<file path="src/hdl/dcbs_pkg.sv">
package dcbs_pkg;

    // Table size and field widths.
    localparam int MAX_SLOTS = 8;
    localparam int SLOT_W    = 3;
    localparam int CNT_W     = $clog2(MAX_SLOTS + 1);
    localparam int COORD_W   = 16;
    localparam int SIZE_W    = 15;
    localparam int AREA_W    = 2 * SIZE_W;
    localparam int COUNT_W   = 4;

    // Configuration port.
    localparam int CFG_IDX_W  = 2;
    localparam int CFG_DATA_W = 4;

    localparam logic [CFG_IDX_W-1:0] CFG_SLOT_COUNT    = 2'd0;
    localparam logic [CFG_IDX_W-1:0] CFG_PRIMARY_SLOT  = 2'd1;
    localparam logic [CFG_IDX_W-1:0] CFG_PRIMARY_VALID = 2'd2;

    // Input command codes.
    localparam logic CMD_WRITE = 1'b0;
    localparam logic CMD_QUERY = 1'b1;

    typedef enum logic [1:0] {
        ST_IDLE,
        ST_SCAN,
        ST_EMIT
    } dcbs_state_t;

    // Controller to datapath.
    typedef struct packed {
        logic              wr;
        logic              start;
        logic              issue;
        logic [SLOT_W-1:0] slot_idx;
        logic              load_out;
    } dcbs_cmd_t;

    // Datapath to controller.
    typedef struct packed {
        logic [CNT_W-1:0] scan_n;
        logic             pipe_empty;
        logic             out_free;
    } dcbs_stat_t;

endpackage

</file>
<file path="src/hdl/dcbs_ifs.sv">
interface dcbs_item_if;
    logic                                   valid;
    logic                                   ready;
    logic                                   command;
    logic [dcbs_pkg::SLOT_W-1:0]            slot;
    logic signed [dcbs_pkg::COORD_W-1:0]    pos_x;
    logic signed [dcbs_pkg::COORD_W-1:0]    pos_y;
    logic [dcbs_pkg::SIZE_W-1:0]            size_w;
    logic [dcbs_pkg::SIZE_W-1:0]            size_h;
    logic                                   rotated;
    logic                                   active;

    modport source (
        output valid, command, slot, pos_x, pos_y, size_w, size_h, rotated, active,
        input  ready
    );
    modport sink (
        input  valid, command, slot, pos_x, pos_y, size_w, size_h, rotated, active,
        output ready
    );
endinterface

interface dcbs_result_if;
    logic                          valid;
    logic                          ready;
    logic                          found;
    logic [dcbs_pkg::SLOT_W-1:0]   best_slot;
    logic [dcbs_pkg::AREA_W-1:0]   coverage;

    modport source (
        output valid, found, best_slot, coverage,
        input  ready
    );
    modport sink (
        input  valid, found, best_slot, coverage,
        output ready
    );
endinterface

interface dcbs_cfg_if;
    logic                              valid;
    logic                              ready;
    logic [dcbs_pkg::CFG_IDX_W-1:0]    index;
    logic [dcbs_pkg::CFG_DATA_W-1:0]   data;

    modport source (
        output valid, index, data,
        input  ready
    );
    modport sink (
        input  valid, index, data,
        output ready
    );
endinterface

</file>
<file path="src/hdl/dcbs_ctrl.sv">
module dcbs_ctrl (
    input  logic                 clk,
    input  logic                 rst_n,
    input  logic                 item_valid,
    input  logic                 item_command,
    output logic                 item_ready,
    input  dcbs_pkg::dcbs_stat_t stat,
    output dcbs_pkg::dcbs_cmd_t  cmd
);

    dcbs_pkg::dcbs_state_t             state_reg;
    dcbs_pkg::dcbs_state_t             state_next;
    logic [dcbs_pkg::CNT_W-1:0]        cnt_reg;
    logic [dcbs_pkg::CNT_W-1:0]        cnt_next;
    logic                              more;

    assign more = (cnt_reg < stat.scan_n);

    always_comb
    begin
        state_next = state_reg;
        case (state_reg)
            dcbs_pkg::ST_IDLE:
            begin
                if (item_valid && (item_command == dcbs_pkg::CMD_QUERY))
                begin
                    state_next = dcbs_pkg::ST_SCAN;
                end
            end
            dcbs_pkg::ST_SCAN:
            begin
                if (!more)
                begin
                    state_next = dcbs_pkg::ST_EMIT;
                end
            end
            dcbs_pkg::ST_EMIT:
            begin
                if (stat.pipe_empty && stat.out_free)
                begin
                    state_next = dcbs_pkg::ST_IDLE;
                end
            end
            default:
            begin
                state_next = dcbs_pkg::ST_IDLE;
            end
        endcase
    end

    always_comb
    begin
        item_ready   = 1'b0;
        cmd.wr       = 1'b0;
        cmd.start    = 1'b0;
        cmd.issue    = 1'b0;
        cmd.load_out = 1'b0;
        cmd.slot_idx = cnt_reg[dcbs_pkg::SLOT_W-1:0];
        case (state_reg)
            dcbs_pkg::ST_IDLE:
            begin
                item_ready = 1'b1;
                cmd.wr     = item_valid && (item_command == dcbs_pkg::CMD_WRITE);
                cmd.start  = item_valid && (item_command == dcbs_pkg::CMD_QUERY);
            end
            dcbs_pkg::ST_SCAN:
            begin
                cmd.issue = more;
            end
            dcbs_pkg::ST_EMIT:
            begin
                cmd.load_out = stat.pipe_empty && stat.out_free;
            end
            default:
            begin
                item_ready = 1'b0;
            end
        endcase
    end

    always_comb
    begin
        cnt_next = cnt_reg;
        if (cmd.start)
        begin
            cnt_next = '0;
        end
        else if (cmd.issue)
        begin
            cnt_next = cnt_reg + 1'b1;
        end
    end

    always_ff @(posedge clk or negedge rst_n)
    begin
        if (!rst_n)
        begin
            state_reg <= dcbs_pkg::ST_IDLE;
            cnt_reg   <= '0;
        end
        else
        begin
            state_reg <= state_next;
            cnt_reg   <= cnt_next;
        end
    end

endmodule

</file>
<file path="src/hdl/dcbs_datapath.sv">
module dcbs_datapath (
    input  logic                                 clk,
    input  logic                                 rst_n,
    input  dcbs_pkg::dcbs_cmd_t                  cmd,
    output dcbs_pkg::dcbs_stat_t                 stat,
    input  logic [dcbs_pkg::SLOT_W-1:0]          in_slot,
    input  logic signed [dcbs_pkg::COORD_W-1:0]  in_pos_x,
    input  logic signed [dcbs_pkg::COORD_W-1:0]  in_pos_y,
    input  logic [dcbs_pkg::SIZE_W-1:0]          in_size_w,
    input  logic [dcbs_pkg::SIZE_W-1:0]          in_size_h,
    input  logic                                 in_rotated,
    input  logic                                 in_active,
    input  logic                                 cfg_valid,
    input  logic [dcbs_pkg::CFG_IDX_W-1:0]       cfg_index,
    input  logic [dcbs_pkg::CFG_DATA_W-1:0]      cfg_data,
    output logic                                 out_valid,
    input  logic                                 out_ready,
    output logic                                 out_found,
    output logic [dcbs_pkg::SLOT_W-1:0]          out_best_slot,
    output logic [dcbs_pkg::AREA_W-1:0]          out_coverage
);

    localparam int CW = dcbs_pkg::COORD_W;
    localparam int SW = dcbs_pkg::SIZE_W;
    localparam int AW = dcbs_pkg::AREA_W;
    localparam int LW = dcbs_pkg::SLOT_W;

    // Configuration registers.
    logic [dcbs_pkg::COUNT_W-1:0] slot_count_reg;
    logic [LW-1:0]                primary_slot_reg;
    logic                         primary_valid_reg;

    // Slot table.
    logic signed [CW-1:0] org_x_reg [dcbs_pkg::MAX_SLOTS];
    logic signed [CW-1:0] org_y_reg [dcbs_pkg::MAX_SLOTS];
    logic [SW-1:0]        ext_w_reg [dcbs_pkg::MAX_SLOTS];
    logic [SW-1:0]        ext_h_reg [dcbs_pkg::MAX_SLOTS];
    logic                 act_reg   [dcbs_pkg::MAX_SLOTS];
    logic                 rot_reg   [dcbs_pkg::MAX_SLOTS];

    // Query box edges.
    logic signed [CW-1:0] bx1_reg;
    logic signed [CW-1:0] by1_reg;
    logic signed [CW:0]   bx2_reg;
    logic signed [CW:0]   by2_reg;

    // Pipeline stages.
    logic          s1_vld_reg;
    logic [LW-1:0] s1_slot_reg;
    logic [SW-1:0] s1_dx_reg;
    logic [SW-1:0] s1_dy_reg;
    logic          s2_vld_reg;
    logic [LW-1:0] s2_slot_reg;
    logic [AW-1:0] s2_area_reg;

    // Running best.
    logic          best_found_reg;
    logic [LW-1:0] best_slot_reg;
    logic [AW-1:0] best_area_reg;

    // Result register.
    logic          out_valid_reg;
    logic          out_found_reg;
    logic [LW-1:0] out_slot_reg;
    logic [AW-1:0] out_area_reg;

    // Stage one combinational terms.
    logic signed [CW-1:0] sx1;
    logic signed [CW-1:0] sy1;
    logic [SW-1:0]        sw;
    logic [SW-1:0]        sh;
    logic signed [CW:0]   sx2;
    logic signed [CW:0]   sy2;
    logic signed [CW-1:0] ix1;
    logic signed [CW-1:0] iy1;
    logic signed [CW:0]   ix2;
    logic signed [CW:0]   iy2;
    logic signed [CW+1:0] dx;
    logic signed [CW+1:0] dy;
    logic                 wr_ok;
    logic                 is_primary;
    logic                 take;

    always_comb
    begin
        sx1 = org_x_reg[cmd.slot_idx];
        sy1 = org_y_reg[cmd.slot_idx];
        sw  = rot_reg[cmd.slot_idx] ? ext_h_reg[cmd.slot_idx] : ext_w_reg[cmd.slot_idx];
        sh  = rot_reg[cmd.slot_idx] ? ext_w_reg[cmd.slot_idx] : ext_h_reg[cmd.slot_idx];
        sx2 = {sx1[CW-1], sx1} + $signed({2'b00, sw});
        sy2 = {sy1[CW-1], sy1} + $signed({2'b00, sh});
        ix1 = (sx1 > bx1_reg) ? sx1 : bx1_reg;
        iy1 = (sy1 > by1_reg) ? sy1 : by1_reg;
        ix2 = (sx2 < bx2_reg) ? sx2 : bx2_reg;
        iy2 = (sy2 < by2_reg) ? sy2 : by2_reg;
        dx  = {ix2[CW], ix2} - {{2{ix1[CW-1]}}, ix1};
        dy  = {iy2[CW], iy2} - {{2{iy1[CW-1]}}, iy1};
    end

    assign wr_ok      = ({1'b0, in_slot} < (LW + 1)'(dcbs_pkg::MAX_SLOTS));
    assign is_primary = primary_valid_reg && (s2_slot_reg == primary_slot_reg);
    assign take       = s2_vld_reg &&
                        ((s2_area_reg > best_area_reg) ||
                         ((s2_area_reg == best_area_reg) && is_primary));

    always_comb
    begin
        if (slot_count_reg > dcbs_pkg::COUNT_W'(dcbs_pkg::MAX_SLOTS))
        begin
            stat.scan_n = dcbs_pkg::CNT_W'(dcbs_pkg::MAX_SLOTS);
        end
        else
        begin
            stat.scan_n = dcbs_pkg::CNT_W'(slot_count_reg);
        end
        stat.pipe_empty = !s1_vld_reg && !s2_vld_reg;
        stat.out_free   = !out_valid_reg || out_ready;
    end

    // Configuration and slot flags.
    always_ff @(posedge clk or negedge rst_n)
    begin
        if (!rst_n)
        begin
            slot_count_reg    <= '0;
            primary_slot_reg  <= '0;
            primary_valid_reg <= 1'b0;
            for (int i = 0; i < dcbs_pkg::MAX_SLOTS; i++)
            begin
                act_reg[i] <= 1'b0;
                rot_reg[i] <= 1'b0;
            end
        end
        else
        begin
            if (cfg_valid)
            begin
                case (cfg_index)
                    dcbs_pkg::CFG_SLOT_COUNT:
                        slot_count_reg <= cfg_data[dcbs_pkg::COUNT_W-1:0];
                    dcbs_pkg::CFG_PRIMARY_SLOT:
                        primary_slot_reg <= cfg_data[LW-1:0];
                    dcbs_pkg::CFG_PRIMARY_VALID:
                        primary_valid_reg <= cfg_data[0];
                    default:
                        primary_valid_reg <= primary_valid_reg;
                endcase
            end
            if (cmd.wr && wr_ok)
            begin
                act_reg[in_slot] <= in_active;
                rot_reg[in_slot] <= in_rotated;
            end
        end
    end

    // Slot geometry is only read behind its active flag.
    always_ff @(posedge clk)
    begin
        if (cmd.wr && wr_ok)
        begin
            org_x_reg[in_slot] <= in_pos_x;
            org_y_reg[in_slot] <= in_pos_y;
            ext_w_reg[in_slot] <= in_size_w;
            ext_h_reg[in_slot] <= in_size_h;
        end
        if (cmd.start)
        begin
            bx1_reg <= in_pos_x;
            by1_reg <= in_pos_y;
            bx2_reg <= {in_pos_x[CW-1], in_pos_x} + $signed({2'b00, in_size_w});
            by2_reg <= {in_pos_y[CW-1], in_pos_y} + $signed({2'b00, in_size_h});
        end
        s1_slot_reg <= cmd.slot_idx;
        s1_dx_reg   <= (dx > 0) ? dx[SW-1:0] : '0;
        s1_dy_reg   <= (dy > 0) ? dy[SW-1:0] : '0;
        s2_slot_reg <= s1_slot_reg;
        s2_area_reg <= s1_dx_reg * s1_dy_reg;
        if (cmd.load_out)
        begin
            out_found_reg <= best_found_reg;
            out_slot_reg  <= best_slot_reg;
            out_area_reg  <= best_area_reg;
        end
    end

    always_ff @(posedge clk or negedge rst_n)
    begin
        if (!rst_n)
        begin
            s1_vld_reg     <= 1'b0;
            s2_vld_reg     <= 1'b0;
            best_found_reg <= 1'b0;
            best_slot_reg  <= '0;
            best_area_reg  <= '0;
            out_valid_reg  <= 1'b0;
        end
        else
        begin
            s1_vld_reg <= cmd.issue && act_reg[cmd.slot_idx];
            s2_vld_reg <= s1_vld_reg;
            if (cmd.start)
            begin
                best_found_reg <= 1'b0;
                best_slot_reg  <= '0;
                best_area_reg  <= '0;
            end
            else if (take)
            begin
                best_found_reg <= 1'b1;
                best_slot_reg  <= s2_slot_reg;
                best_area_reg  <= s2_area_reg;
            end
            if (cmd.load_out)
            begin
                out_valid_reg <= 1'b1;
            end
            else if (out_ready)
            begin
                out_valid_reg <= 1'b0;
            end
        end
    end

    assign out_valid     = out_valid_reg;
    assign out_found     = out_found_reg;
    assign out_best_slot = out_slot_reg;
    assign out_coverage  = out_area_reg;

endmodule

</file>
<file path="src/hdl/display_covering_box_select_unit.sv">
// Display covering box select. The unit keeps a table of eight display rectangles, each
// with an origin, a mode size, a rotation flag (width and height swap when set) and an
// active flag. A write beat on the item channel fills one slot; it gives no result. A
// query beat carries a box, and the unit returns one result beat with the active slot,
// below slot_count clamped to eight, whose rectangle overlaps the box the most. On equal
// overlap the primary slot wins, and a slot with no overlap is only picked when it is the
// primary one; otherwise found is low and slot and coverage read zero. A query visits
// one slot per cycle through a three stage pipeline (edge clip, area multiply, best
// compare). Only active slots enter the pipeline, so only they have to drain from it
// before the result is loaded into the output register. The item channel takes the next
// beat in the cycle after the result is loaded. Configuration is always ready and should
// be written while the unit is idle.
module display_covering_box_select_unit (
    input  logic                  clk,
    input  logic                  rst_n,
    dcbs_item_if.sink             item,
    dcbs_result_if.source         result,
    dcbs_cfg_if.sink              cfg
);

    dcbs_pkg::dcbs_cmd_t  cmd;
    dcbs_pkg::dcbs_stat_t stat;

    // Configuration registers accept a beat every cycle.
    assign cfg.ready = 1'b1;

    // The controller sequences writes, the slot scan and the hand-off to the result
    // register.
    dcbs_ctrl u_ctrl (
        .clk          (clk),
        .rst_n        (rst_n),
        .item_valid   (item.valid),
        .item_command (item.command),
        .item_ready   (item.ready),
        .stat         (stat),
        .cmd          (cmd)
    );

    // The datapath holds the slot table, the clip and multiply pipeline, the running
    // best and the result register.
    dcbs_datapath u_datapath (
        .clk           (clk),
        .rst_n         (rst_n),
        .cmd           (cmd),
        .stat          (stat),
        .in_slot       (item.slot),
        .in_pos_x      (item.pos_x),
        .in_pos_y      (item.pos_y),
        .in_size_w     (item.size_w),
        .in_size_h     (item.size_h),
        .in_rotated    (item.rotated),
        .in_active     (item.active),
        .cfg_valid     (cfg.valid),
        .cfg_index     (cfg.index),
        .cfg_data      (cfg.data),
        .out_valid     (result.valid),
        .out_ready     (result.ready),
        .out_found     (result.found),
        .out_best_slot (result.best_slot),
        .out_coverage  (result.coverage)
    );

`ifndef SYNTHESIS
    // A result is only loaded once every visited slot has left the pipeline.
    assert property (@(posedge clk) disable iff (!rst_n)
        cmd.load_out |-> stat.pipe_empty)
        else $error("result loaded while the pipeline still held a slot");

    // A new item is never taken while a slot is still in flight.
    assert property (@(posedge clk) disable iff (!rst_n)
        (item.valid && item.ready) |-> stat.pipe_empty)
        else $error("item accepted during a scan");

    // A result that reports nothing found carries zero slot and zero coverage.
    assert property (@(posedge clk) disable iff (!rst_n)
        (result.valid && !result.found) |-> (result.best_slot == '0 && result.coverage == '0))
        else $error("empty result with nonzero payload");

    // A fresh result beat appears only right after the controller loaded one.
    assert property (@(posedge clk) disable iff (!rst_n)
        $rose(result.valid) |-> $past(cmd.load_out))
        else $error("result beat without a load");
`endif

endmodule

</file>
<file path="src/flat_wrapper.sv">
// flat-port wrapper written by rule: the top's interface ports become plain ports
module display_covering_box_select_unit_flat 
  (clk, rst_n, item_valid, item_command, item_slot, item_pos_x, item_pos_y, item_size_w, item_size_h, item_rotated, item_active, item_ready, result_valid, result_found, result_best_slot, result_coverage, result_ready, cfg_valid, cfg_index, cfg_data, cfg_ready);
  dcbs_item_if item_i ();
  dcbs_result_if result_i ();
  dcbs_cfg_if cfg_i ();
  input  logic clk;
  input  logic rst_n;
  input wire logic [$bits(item_i.valid)-1:0] item_valid;
  input wire logic [$bits(item_i.command)-1:0] item_command;
  input wire logic [$bits(item_i.slot)-1:0] item_slot;
  input wire logic [$bits(item_i.pos_x)-1:0] item_pos_x;
  input wire logic [$bits(item_i.pos_y)-1:0] item_pos_y;
  input wire logic [$bits(item_i.size_w)-1:0] item_size_w;
  input wire logic [$bits(item_i.size_h)-1:0] item_size_h;
  input wire logic [$bits(item_i.rotated)-1:0] item_rotated;
  input wire logic [$bits(item_i.active)-1:0] item_active;
  output wire logic [$bits(item_i.ready)-1:0] item_ready;
  output wire logic [$bits(result_i.valid)-1:0] result_valid;
  output wire logic [$bits(result_i.found)-1:0] result_found;
  output wire logic [$bits(result_i.best_slot)-1:0] result_best_slot;
  output wire logic [$bits(result_i.coverage)-1:0] result_coverage;
  input wire logic [$bits(result_i.ready)-1:0] result_ready;
  input wire logic [$bits(cfg_i.valid)-1:0] cfg_valid;
  input wire logic [$bits(cfg_i.index)-1:0] cfg_index;
  input wire logic [$bits(cfg_i.data)-1:0] cfg_data;
  output wire logic [$bits(cfg_i.ready)-1:0] cfg_ready;
  assign item_i.valid = item_valid;
  assign item_i.command = item_command;
  assign item_i.slot = item_slot;
  assign item_i.pos_x = item_pos_x;
  assign item_i.pos_y = item_pos_y;
  assign item_i.size_w = item_size_w;
  assign item_i.size_h = item_size_h;
  assign item_i.rotated = item_rotated;
  assign item_i.active = item_active;
  assign item_ready = item_i.ready;
  assign result_valid = result_i.valid;
  assign result_found = result_i.found;
  assign result_best_slot = result_i.best_slot;
  assign result_coverage = result_i.coverage;
  assign result_i.ready = result_ready;
  assign cfg_i.valid = cfg_valid;
  assign cfg_i.index = cfg_index;
  assign cfg_i.data = cfg_data;
  assign cfg_ready = cfg_i.ready;
  display_covering_box_select_unit u_core (.clk(clk), .rst_n(rst_n), .item(item_i), .result(result_i), .cfg(cfg_i));
endmodule
</file>
<file path="config.mk">
export PLATFORM = sky130hd
export DESIGN_NAME = display_covering_box_select_unit_flat
export DESIGN_NICKNAME = d
export VERILOG_FILES = /design/src/hdl/dcbs_pkg.sv /design/src/hdl/dcbs_ifs.sv /design/src/hdl/dcbs_ctrl.sv /design/src/hdl/dcbs_datapath.sv /design/src/hdl/display_covering_box_select_unit.sv /design/src/flat_wrapper.sv
export SDC_FILE = /design/constraint.sdc
export NUM_CORES = 2
export LEC_CHECK = 0
export BUFFER_PORTS_ARGS = -buffer_cell sky130_fd_sc_hd__buf_4
export CORE_MARGIN = 3
export CORE_UTILIZATION = 35
export DETAILED_ROUTE_END_ITERATION = 7
export GPL_ROUTABILITY_DRIVEN = 1
export GPL_TIMING_DRIVEN = 0
export PLACE_DENSITY = 0.57
export SLEW_MARGIN = 20
export SYNTH_ARGS = -nofsm -noshare
export SYNTH_HDL_FRONTEND = slang
export SYNTH_SLANG_ARGS = --single-unit
export TNS_END_PERCENT = 30
</file>
<file path="constraint.sdc">
create_clock -name clk -period 10.01 [get_ports clk]
set_clock_uncertainty 0.2 [all_clocks]
set_input_delay 2.002 -clock clk [delete_from_list [all_inputs] [get_ports clk]]
set_output_delay 2.002 -clock clk [all_outputs]
set_load 0.005 [all_outputs]
</file>
# --- Yosys cells after proc, flatten, opt, wreduce, memory -nomap -nowiden ---
# Memory sizes are Yosys's and may differ from the RTL's.
# Index checks and enable logic that the tools add are counted.
op_classes:
  multipliers: 1
  n_shift: 0
  reduce_logical: 23
  n_mux: 37
  n_addsub: 7
  div: 0
  n_bitwise: 3
  n_eq_ne: 9
  order_cmp: 12
op_table:
  columns: ["operator", "count"]
  rows:
  - ["adder 16 x 16 -> 17 bit", 4]
  - ["two-way mux 30 bit", 2]
  - ["> comparator 18 x 1 -> 1 bit, second input constant", 2]
  - ["subtractor 17 x 16 -> 18 bit", 2]
  - ["< comparator 17 bit", 2]
  - ["two-way mux 17 bit", 2]
  - ["> comparator 16 bit", 2]
  - ["two-way mux 16 bit", 2]
  - ["equality test 30 bit", 1]
  - ["> comparator 30 bit", 1]
  - ["multiplier 15 x 15 -> 30 bit", 1]
  - ["two-way mux 15 bit", 2]
  - ["bitwise mux 8 bit", 2]
  - ["two-way mux 1 bit", 14]
  - ["two-way mux 4 bit", 3]
  - ["logical AND 1 bit", 9]
  - ["greater-or-equal comparator 4 bit, second input constant", 2]
  - ["two-way mux 2 bit", 4]
  - ["inverter 3 -> 4 bit", 2]
  - ["binary-select mux 1 bit (select 3 bit)", 2]
  - ["two-way mux 3 bit", 2]
  - ["!= test 2 bit, second input constant", 3]
  - ["case mux 2 bit (3 select lines)", 1]
  - ["AND reduction 2 bit", 3]
  - ["other kinds (14)", 22]
word_totals:
  latchBits: 0
  mem_bits_rw: 496
  ff_bits: 233
  n_memories: 4
  output_inout_bits: 37
  rom_bits: 0
memory_table:
  columns: ["name", "depth", "word_bits", "rd", "rd_clocked_by_memory_dff", "write_ports", "line_no", "source"]
  rows:
  - ["u_core.u_datapath.org_x_reg", 8, 16, 1, 0, 1, "dcbs_datapath.sv:34", "logic signed [CW-1:0] org_x_reg [dcbs_pkg::MAX_SLOTS];"]
  - ["u_core.u_datapath.org_y_reg", 8, 16, 1, 0, 1, "dcbs_datapath.sv:35", "logic signed [CW-1:0] org_y_reg [dcbs_pkg::MAX_SLOTS];"]
  - ["u_core.u_datapath.ext_h_reg", 8, 15, 1, 0, 1, "dcbs_datapath.sv:37", "logic [SW-1:0] ext_h_reg [dcbs_pkg::MAX_SLOTS];"]
  - ["u_core.u_datapath.ext_w_reg", 8, 15, 1, 0, 1, "dcbs_datapath.sv:36", "logic [SW-1:0] ext_w_reg [dcbs_pkg::MAX_SLOTS];"]

# --- Logic depth before layout (Yosys ltp) ---
logic_depth:
  ltp_word: 10
  mapped_depth: 37
  depth_no_buf: 32

# --- Modules after synthesis ---
# Synthesis repeated with hierarchy kept, for this count alone.
hier_totals:
  cells_unflattened: 2938
  area_unflattened_um2: 40517.6
modules_own_cells:
  columns: ["module", "seq_area_each_um2", "cells_each", "area_per_inst_um2", "n_inst"]
  rows:
  - ["dcbs_datapath", 20744.9, 2890, 40101.0, 1]
  - ["dcbs_ctrl", 150.1, 46, 405.4, 1]
  - ["display_covering_box_select_unit", 0.0, 2, 11.3, 1]

# --- Least setup slack after synthesis ---
# No wires, ideal clock.
synth_path:
  path_kind: "register to register"
  startpoint: "register u_core.u_ctrl.cnt_reg[0] (netlist name)"
  endpoint: "register u_core.u_datapath.s1_dx_reg[11]"
  period_less_slack_ns: 8.176
  path_buffers: 6
  slack_ns: 1.834
  path_stages_with_launch: 36
  setup_time_ns: 0.117
  required_time_ns: 9.693
  arrival_time_ns: 7.858
  path_cell_list: "dfrtp_1 > clkbuf_1 > buf_2 > buf_2 > buf_2 > mux4_2 > mux2i_1 > mux2i_1 > ha_1 > fa_1 > a21o_1 > a21oi_1 > nand2b_1 > a21oi_1 > a211oi_2 > o31ai_1 > a21oi_1 > xnor2_1 > ha_1 > a21oi_1 > nor2b_1 > a2111oi_0 > a31oi_2 > buf_2 > mux2_1 > ha_1 > nor2b_1 > o21a_1 > o21ai_1 > a31oi_1 > a311oi_1 > o21ai_1 > nand4_1 > a32o_1 > buf_2 > nor2_1"
synth_between:
  elab_chain_cells: 10
synth_lines:
  columns: ["element", "line_no", "source"]
  rows:
  - ["from (decl)", "dcbs_ctrl.sv:13", "logic [dcbs_pkg::CNT_W-1:0] cnt_reg;"]
  - ["from (signal assigned)", "dcbs_ctrl.sv:104", "cnt_reg <= cnt_next;"]
  - ["inverter 3 -> 4 bit (not written as such)", "dcbs_datapath.sv:88", "sw = rot_reg[cmd.slot_idx] ? ext_h_reg[cmd.slot_idx] : ext_w_reg[cmd.slot_idx];"]
  - ["binary-select mux 1 bit (select 3 bit)", "dcbs_datapath.sv:88", null]
  - ["two-way mux 1 bit (not written as such) (2 in series)", "dcbs_datapath.sv:88", null]
  - ["two-way mux 15 bit", "dcbs_datapath.sv:88", null]
  - ["adder 16 x 16 -> 17 bit", "dcbs_datapath.sv:90", "sx2 = {sx1[CW-1], sx1} + $signed({2'b00, sw});"]
  - ["< comparator 17 bit", "dcbs_datapath.sv:94", "ix2 = (sx2 < bx2_reg) ? sx2 : bx2_reg;"]
  - ["two-way mux 17 bit", "dcbs_datapath.sv:94", null]
  - ["subtractor 17 x 16 -> 18 bit (*)", "dcbs_datapath.sv:96", "dx = {ix2[CW], ix2} - {{2{ix1[CW-1]}}, ix1};"]
  - ["> comparator 18 x 1 -> 1 bit", "dcbs_datapath.sv:175", "s1_dx_reg <= (dx > 0) ? dx[SW-1:0] : '0;"]
  - ["to (signal assigned)", "dcbs_datapath.sv:175", null]
  - ["to (decl)", "dcbs_datapath.sv:50", "logic [SW-1:0] s1_dx_reg;"]
# Every way passes the cells marked *; elsewhere a longest branch is shown, timed or not. The select of a mux whose other input is x is not followed.
# A chain may end at the register's enable or synchronous reset.

# --- Worst setup path in the final report ---
layout_path:
  startpoint: "register u_core.u_ctrl.cnt_reg[0] (netlist name)"
  endpoint: "register u_core.u_datapath.s1_dx_reg[5]"
# Same word-level chain as after synthesis.

==> results.md <==
* Clk root buf: clkbuf_16
* H-Tree Depth at 3
* Total track usage at approximately 17%
* Endpoints failing setup at 0
* CP startpoint: u_core.u_ctrl.cnt_reg[0]
* Crit Reg-Reg Endpoint: u_core.u_datapath.s1_dx_reg[5]
* Start of the worst register-to-register path: u_core.u_ctrl.cnt_reg[0]
* Minimum clock period at approximately 9700 ps
* Die H at about 350 um
* CP Data Arrival Time at around 10000 ps
* Drt initial violations at ~1.6k
* Core Area at approximately 110000 um2
* Antenna-violating nets left at 0
* Hold Vio Cnt, Final at 0
* Pin count of the biggest net entering global routing at between 60 and 70
* Post-Syn Area per Cell at 13.7 um2
* Port buffer count at about 110
* Critical Path Fanout Max at 10
* Grt total ovfl at 0
* Initial antenna violation count at 5
* Crit end category: flip-flop
* Async SR Flop Fraction at 9.19%
* DR DRC count at 0
* Outcome: complete, no violations
* Synth top cells by count: edfxtp_1 (596), inv_1 (290), ha_1 (286), fa_1 (173), nand2_1 (171)
* Post-synth top area share at between 40% and 50%
* Max stage delay on crit path at between 500 and 600 ps
* Final core utilization at around 41%
* FMAX at between 100 and 150 MHz
* Synth warn at 0
* Final Slew Violations at 0
* Insertion delay to the later sink of the worst-skew pair at about 660 ps
* Area leader, netlist: edfxtp_1
* Die X-Extent at approximately 350 um
* Initial DRT Pass Iterations at 5
* Largest cells by area after synthesis: edfxtp_1 (44%), ha_1 (8.9%), fa_1 (8.6%), mux4_2 (7.1%), dfrtp_1 (4.1%)
* Count of different cell masters after synthesis at just over 70
* First-pass GRT wire length at around 150000 um
* Mapped Cells at between 2k and 3k
* Final period utilization at 97.2%
* Worst setup path endpoint: u_core.u_datapath.s1_dx_reg[5]
* Post-Syn Nets at approximately 3.5k
* Crit path top cell by count: o21ai_1
* Post-synth EDFFs at 596
* R2r worst-path depth at 34
* Synth Flop Type: edfxtp_1
* Die area at 120000 um2
* Worst-Margin Slew at roughly 1200 ps
* #FFs+latches synth at between 700 and 800
* Cts hold-fix bufs at 0
* Sequential fraction of the synthesis area at ~52%
* Routed len/inst at 21.3 um
* Crit Path Class: flip-flop to flip-flop
* Crit path required time at 10340 ps
* CTS tree: done
* I/O Pins at about 120
* Share of cells above drive strength 1 at 17.0%
* Syn Std Cell Area at a little over 40000 um2
* # rows at roughly 120
* Drt total wl at approximately 100000 um
* Starting Density at a little over a third
* Layout area overhead at 15.2%
* Nets@finish at 3730
* CTS buffer count at 82
* RD Place Congestion at 0.865
* Max Cap Viol at 0
* Max Root-Sink Buffers at 3
* Mean number of vias per cell at roughly 5.0
* Top-count cell post-synth: edfxtp_1
* Setup slack, reg-to-reg at 280 ps
* Relative slew slack at a little over a fifth
* Worst Hold Class: flip-flop to flip-flop
* HPWL Detailed at 76500 um
* RSZ-0062 raised after global routing: false
* Sink Count at roughly 730
* Worst min-delay path startpoint: u_core.u_datapath.s1_slot_reg[1]
* Vias in the first global route at roughly 25k
* Clock transition at path regs at 80 ps
* Startpoint Class: flip-flop
* Crit-path slowest cell: mux4_2
* Via count at approximately 24k
cells in the final DEF, fill, tap and decap left out, drive strengths merged, types with 77 or more instances in the layout:
master / n
mux2i: 96
nand2: 171
clkbuf: 166
and2: 106
fa: 173
nor2: 100
a21oi: 128
mux2: 88
xnor2: 77
o21ai: 94
ha: 286
buf: 200
inv: 298
mux4: 128
edfxtp: 596
kinds of logic (layout without fill, tap and decap cells):
family	Yosys count	after routing	share of synthesized area, %
DFF	729	729	51.7
and+or+nand+nor	563	563	6.86
adders and majority gates	459	459	17.4
AOI/OAI and AO/OA	395	395	6.13
buffers and inverters	384	695	3.67
muxes	312	312	12.0
xor gates and xnor gates	102	102	2.23
other	1	3	0.00928
how the worst min path moves through the flow:
stage / to / slack [ps] / cells after the start
floorplan: u_core.u_datapath.s2_slot_reg[0] / 110 / 0
global route: u_core.u_datapath.s2_slot_reg[1] / 140 / 0
CTS: u_core.u_datapath.s2_slot_reg[1] / 130 / 0
detailed placement: u_core.u_datapath.s2_slot_reg[1] / 110 / 0
global placement: u_core.u_datapath.s2_slot_reg[2] / 110 / 0
finish: u_core.u_datapath.s2_slot_reg[1] / 130 / 0
stage by stage:
stage	std cells	instance area [um2]	setup WS, ps	TNS, ps	hold WS (ps)
2_1_floorplan	2945	40400	1830	0	110
3_3_place_gp	4571	43200	-3660	-405120	112
3_5_place_dp	4618	43900	-1090	-25600	113
4_1_cts	4765	46500	34.2	0	127
5_1_grt	4768	46600	26.7	0	140
6_report	4770	46600	281	0	127
layer usage:
layer	vias to the layer above	share of wire (%)	track usage (%)
li1	11200	-	-
met2	489	49	29.0
met1	12200	43	22.2
met5	-	0.023	0
met4	4	2.9	5.37
met3	142	4.4	2.65
critical path: cells and delay by family (launching register included):
family	cells	cell delay [ps]
muxes	4	1570
buffers and inverters	5	1620
adders and majority gates	3	990
and+or+nand+nor	6	1170
AOI/OAI and AO/OA	15	3400
DFF	1	500
xor gates and xnor gates	1	160
final cells by class:
class,count,area (um2)
antenna,2,5.00
buffer,93,435
clock buffer,109,2250
clock inverter,39,332
fill,10800,67900
inverter,290,1090
multi-input combinational,1832,18100
sequential,729,20900
tap,1512,1890
timing repair buffer,164,1540
what timing repair did:
action                     CTS  global route
setup buffers                0             3
setup endpoints to repair   30            29
gates resized for setup     17            14
pin swaps                    0             1
Power is left out: the tool's default activity adds up to more than one toggle a clock period on the data nets, which glitch-free logic cannot reach.
